===== src/design/assert_macros.svh =====
// ----------------------------------------------------------------------------
// assert_macros.svh
// Assertion helpers for the mover RTL, used by mtt_back.
// ----------------------------------------------------------------------------
`ifndef ASSERT_MACROS_SVH
`define ASSERT_MACROS_SVH

`ifndef NO_ASSERTIONS

// Property checked on every edge outside of reset.
`define MTT_ASSERT(lbl, clk, rstn, prop, msg) \
  lbl: assert property (@(posedge clk) disable iff (!rstn) prop) else $error(msg);

// Property checked on every edge, reset included.
`define MTT_ASSERT_ALWAYS(lbl, clk, prop, msg) \
  lbl: assert property (@(posedge clk) prop) else $error(msg);

`else

`define MTT_ASSERT(lbl, clk, rstn, prop, msg)
`define MTT_ASSERT_ALWAYS(lbl, clk, prop, msg)

`endif

`endif


===== src/design/mtt_pkg.sv =====
// ----------------------------------------------------------------------------
// mtt_pkg
// Types and constants for the constant-speed 3-D mover.
// ----------------------------------------------------------------------------
`timescale 1ns / 1ps

package mtt_pkg;

  localparam int CoordW   = 32;
  localparam int MagW     = 33;   // |target - pos|
  localparam int AccW     = 66;   // sum of three squares
  localparam int RootW    = 33;   // floor(sqrt(acc))
  localparam int StepW    = 28;   // elapsed * speed >> 12
  localparam int ArgW     = 24;
  localparam int ElapsedW = 16;
  localparam int ProdW    = MagW + StepW;
  localparam int CntW     = 6;
  localparam int RootIter = AccW / 2;
  localparam int DivIter  = MagW;
  localparam int QDepth   = 2;

  localparam logic OP_TICK = 1'b0;
  localparam logic OP_MOVE = 1'b1;

  typedef enum logic {
    K_TICK = 1'b0,
    K_MOVE = 1'b1
  } kind_t;

  // coordinates are the position on a tick, the goal on a move;
  // arg is elapsed (zero extended) on a tick, speed on a move
  typedef struct packed {
    kind_t                     kind;
    logic signed [CoordW-1:0]  cx;
    logic signed [CoordW-1:0]  cy;
    logic signed [CoordW-1:0]  cz;
    logic        [ArgW-1:0]    arg;
  } item_t;

  typedef struct packed {
    logic  valid;
    item_t item;
  } head_t;

  typedef enum logic [2:0] {
    ST_IDLE,
    ST_SQ,
    ST_ROOT,
    ST_STEP,
    ST_DIV,
    ST_DONE
  } state_t;

  function automatic logic signed [CoordW-1:0] sat34(input logic signed [CoordW+1:0] v);
    logic signed [CoordW+1:0] hi;
    logic signed [CoordW+1:0] lo;
    hi = (CoordW+2)'(34'sh0_7FFF_FFFF);
    lo = -(CoordW+2)'(34'sh0_8000_0000);
    if (v > hi)      sat34 = {1'b0, {(CoordW-1){1'b1}}};
    else if (v < lo) sat34 = {1'b1, {(CoordW-1){1'b0}}};
    else             sat34 = v[CoordW-1:0];
  endfunction

endpackage


===== src/design/mtt_front.sv =====
// ----------------------------------------------------------------------------
// mtt_front
// Accepts items, sorts out the fields the item kind uses, and holds them in
// a two-entry queue for the back end.
// ----------------------------------------------------------------------------
`timescale 1ns / 1ps

module mtt_front import mtt_pkg::*; (
  input  logic                     clk,
  input  logic                     rst_n,
  input  logic                     in_valid,
  output logic                     in_stall,
  input  logic                     in_opcode,
  input  logic signed [CoordW-1:0] in_pos_x,
  input  logic signed [CoordW-1:0] in_pos_y,
  input  logic signed [CoordW-1:0] in_pos_z,
  input  logic signed [CoordW-1:0] in_goal_x,
  input  logic signed [CoordW-1:0] in_goal_y,
  input  logic signed [CoordW-1:0] in_goal_z,
  input  logic [ElapsedW-1:0]      in_elapsed,
  input  logic [ArgW-1:0]          in_rate,
  output head_t                    head,
  input  logic                     pop
);

  item_t      q_r [QDepth];
  logic       wr_ptr_r, wr_ptr_nxt;
  logic       rd_ptr_r, rd_ptr_nxt;
  logic [1:0] cnt_r, cnt_nxt;
  item_t      cls;
  logic       push;

  always_comb begin
    cls = '0;
    if (in_opcode == OP_MOVE) begin
      cls.kind = K_MOVE;
      cls.cx   = in_goal_x;
      cls.cy   = in_goal_y;
      cls.cz   = in_goal_z;
      cls.arg  = in_rate;
    end else begin
      cls.kind = K_TICK;
      cls.cx   = in_pos_x;
      cls.cy   = in_pos_y;
      cls.cz   = in_pos_z;
      cls.arg  = ArgW'(in_elapsed);
    end
  end

  assign in_stall   = (cnt_r == 2'(QDepth));
  assign push       = in_valid && !in_stall;
  assign head.valid = (cnt_r != 2'd0);
  assign head.item  = q_r[rd_ptr_r];

  always_comb begin
    wr_ptr_nxt = push ? ~wr_ptr_r : wr_ptr_r;
    rd_ptr_nxt = pop  ? ~rd_ptr_r : rd_ptr_r;
    cnt_nxt    = cnt_r + 2'(push) - 2'(pop);
  end

  always_ff @(posedge clk) begin
    if (!rst_n) begin
      wr_ptr_r <= 1'b0;
      rd_ptr_r <= 1'b0;
      cnt_r    <= 2'd0;
    end else begin
      wr_ptr_r <= wr_ptr_nxt;
      rd_ptr_r <= rd_ptr_nxt;
      cnt_r    <= cnt_nxt;
    end
  end

  always_ff @(posedge clk) begin
    if (push) q_r[wr_ptr_r] <= cls;
  end

endmodule


===== config.mk =====
export PLATFORM = sky130hd
export DESIGN_NAME = mtt_front
export DESIGN_NICKNAME = d
export VERILOG_FILES = /design/src/design/assert_macros.svh /design/src/design/mtt_pkg.sv /design/src/design/mtt_front.sv
export SDC_FILE = /design/constraint.sdc
export NUM_CORES = 1
export LEC_CHECK = 0
export ABC_CLOCK_PERIOD_IN_PS = 9000
export BUFFER_PORTS_ARGS = -buffer_cell sky130_fd_sc_hd__buf_2
export CORE_ASPECT_RATIO = 1.5
export CORE_MARGIN = 2
export CORE_UTILIZATION = 52
export CTS_BUF_LIST = sky130_fd_sc_hd__clkbuf_4 sky130_fd_sc_hd__clkbuf_8
export DETAILED_ROUTE_END_ITERATION = 7
export PLACE_DENSITY = 0.85
export SLEW_MARGIN = 10
export SYNTH_ARGS = -nofsm -noshare
export SYNTH_HDL_FRONTEND = slang
export SYNTH_SLANG_ARGS = --single-unit
export TNS_END_PERCENT = 100

===== constraint.sdc =====
create_clock -name clk -period 9 [get_ports clk]
set_input_delay 0.9 -clock clk [delete_from_list [all_inputs] [get_ports clk]]
set_output_delay 0.9 -clock clk [all_outputs]
set_load 0.02 [all_outputs]

==> out/results.tsv <==
metric	value	unit
outcome	finished, final reports clean	
syn_area	0.0104	mm2
ir_drop	189	uV
path_cells	buf_4, mux2_2, buf_2	
worst_r2r_endpoint	q_r[0][17]	
ys_seq_elements	247	
clock_path_buffers	3	
holdPathEnd	cnt_r[1]	
r2r_start	cnt_r[0]	
avgSynthCellArea	19.5	um2
grt_max_degree	63	
drv_cap	0	
startpoint_type	register	
grt_pass1_vias	6215	
holdBufCountCts	0	
tns	0	ns
core_area	0.0197	mm2
ant_nets	0	
min_path_cells	2	
synthCells	535	
clk_latency	0.49	ns
cp.arrival	2.84	ns
cts-root-buf	clkbuf_8	
grt_pass1_wl	30800	um
area_growth	26.2	%
place_hpwl	14800	um
max_stage_delay	0.89	ns
synth.distinct_cells	19	
ys_seq_area_share	70.7	%
synthTopCellsByCount	edfxtp_1, mux2_2, buf_6, and2_1, dfxtp_1	
io_pins	360	
max_freq	0.268	GHz
cp.required	8.10	ns
avgViaCountPerCell	5.03	
async_flop_share	0	%
dr.pass1.iters	4	
powerDensity	223	mW/mm2
start_util	52.9	%
wl	20900	um
synth_top_area_share	69.7	%
drive_above_1_share	70.6	%
tightest_slew	0.873	ns
cts_tree	done	
relSlewSlack	41.8	%
rsz0062_at_grt	false	
post-route-period-util	41.5	%
synth_nets	774	
finalCriticalPeriod	3.74	ns
h-tree-depth	2	
cpMaxStageDelayCell	dfxtp_4	
num_vias	6031	
setup_violations	0	
antenna_found_initial	0	
wire_per_inst	17.4	um
gp_congestion	0.736	
final_max_slew_viol_count	0	
end_kind	primary output	
drcViolationCount	0	
synthTopCellsByArea	edfxtp_1, mux2_2, buf_6	
multiInputGateArea	0.00280	mm2
cts_made_buffers	37	
fp.dieW	120	um
skew	0.0157	ns
power_leakage	5.16	nW
cts.repair.resized	0	
ys_warn_count	0	
overflow	0	
die_h	177	um
cp.depth	3	
critPathBufInv	2	
track_usage	18.7	%
synthFlopType	edfxtp_1	
hp-class	register to register	
layout.nets	1151	
hp-start	cnt_r[1]	
worst-setup-path-type	register to primary output	
yosysMostFrequentCell	edfxtp_1	
first_iter_violations	274	
r2r_setup_slack	6.13	ns
die_area	0.0212	mm2
path_max_fanout	62	
total_power	2.94	mW
layout.area.seq	0.00737	mm2
cts_setup_buffers	0	
portBuffers	359	
crit_family	buffers and inverters	
yosysTopAreaCell	edfxtp_1	
hold_viol_final	0	
synth_enable_flop_cells	242	
rows	63	
diodes	0	
cts.reportedPaths.clkPinSlew	0.05	ns
fillers	1372	
rr_worst_depth	5	
holdWs	0.535	ns
clock-sinks	247	
[worst max path at each step]
stage,startpoint,endpoint,slack (ns)
6_report,register,head[116],5.26
5_1_grt,register,head[116],5.11
4_1_cts,register,head[112],5.22
3_5_place_dp,in_valid,q_r[0][14],5.68
3_3_place_gp,in_valid,q_r[0][24],5.73
2_1_floorplan,in_valid,q_r[0][0],2.37
[registers in the layout (all words and copies together), names as in the netlist, named ones only]
signal,count
cnt_r,2
wr_ptr_r,1
q_r,242
rd_ptr_r,1
[through the flow]
stage               cell area, um2  utilization [%]  setup slack (ns)  cells
global placement             12300             62.7              5.73   1133
detailed placement           12300             62.7              5.68   1133
finish                       13100             66.7              5.26   1200
floorplan                    10400                -              2.37    535
CTS                          13100             66.7              5.22   1200
global route                 13100             66.7              5.11   1200
[power by group]
part           total (mW)  internal, mW  switching, mW
Sequential           1.46          1.42         0.0379
Combinational       0.530         0.220          0.310
Clock               0.951         0.563          0.388
[worst min-delay path: stages (launching register included)]
cell     delay, ns
dfxtp_1       0.33
nor2_1        0.10
nor3_1        0.06
[cell families (layout without fill, tap and decap cells)]
family                     after synthesis  count (layout)  share of synthesized area (%)
and+or+nand+nor                         21              21                           1.10
DFF                                    247             247                           70.7
xor gates and xnor gates                 2               2                          0.168
adders and majority gates                2               2                          0.240
muxes                                  234             234                           25.3
buffers and inverters                   29             434                           2.53
[per-layer routing]
metal | GRT usage, % | share of wire (%) | vias to the layer above
met3 | 4.40 | 6.9 | 42
met2 | 35.3 | 54 | 256
met4 | 7.45 | 3.3 | 0
met5 | 0 | 0 | -
li1 | - | - | 2852
met1 | 19.8 | 35 | 2881
[cells in the final DEF, fill, tap and decap left out, drive strengths merged]
cell	instances
and2	10
and3	1
buf	364
bufinv	3
clkbuf	56
clkinv	6
clkinvlp	2
dfxtp	5
edfxtp	242
ha	2
inv	3
mux2	233
mux2i	1
nand2	2
nand2b	2
nor2	4
nor3	1
or2	1
xnor2	1
xor2	1
[cell type report]
| type | instances | area share (%) |
|---|---|---|
| Clock inverter | 11 | 0.990 |
| Clock buffer | 56 | 5.10 |
| Timing Repair Buffer | 364 | 14.0 |
| Tap cell | 260 | 2.47 |
| Sequential cell | 247 | 56.1 |
| Inverter | 3 | 0.0856 |
| Multi-Input combinational cell | 259 | 21.3 |
No activity file was read; power rests on OpenSTA's default activity.
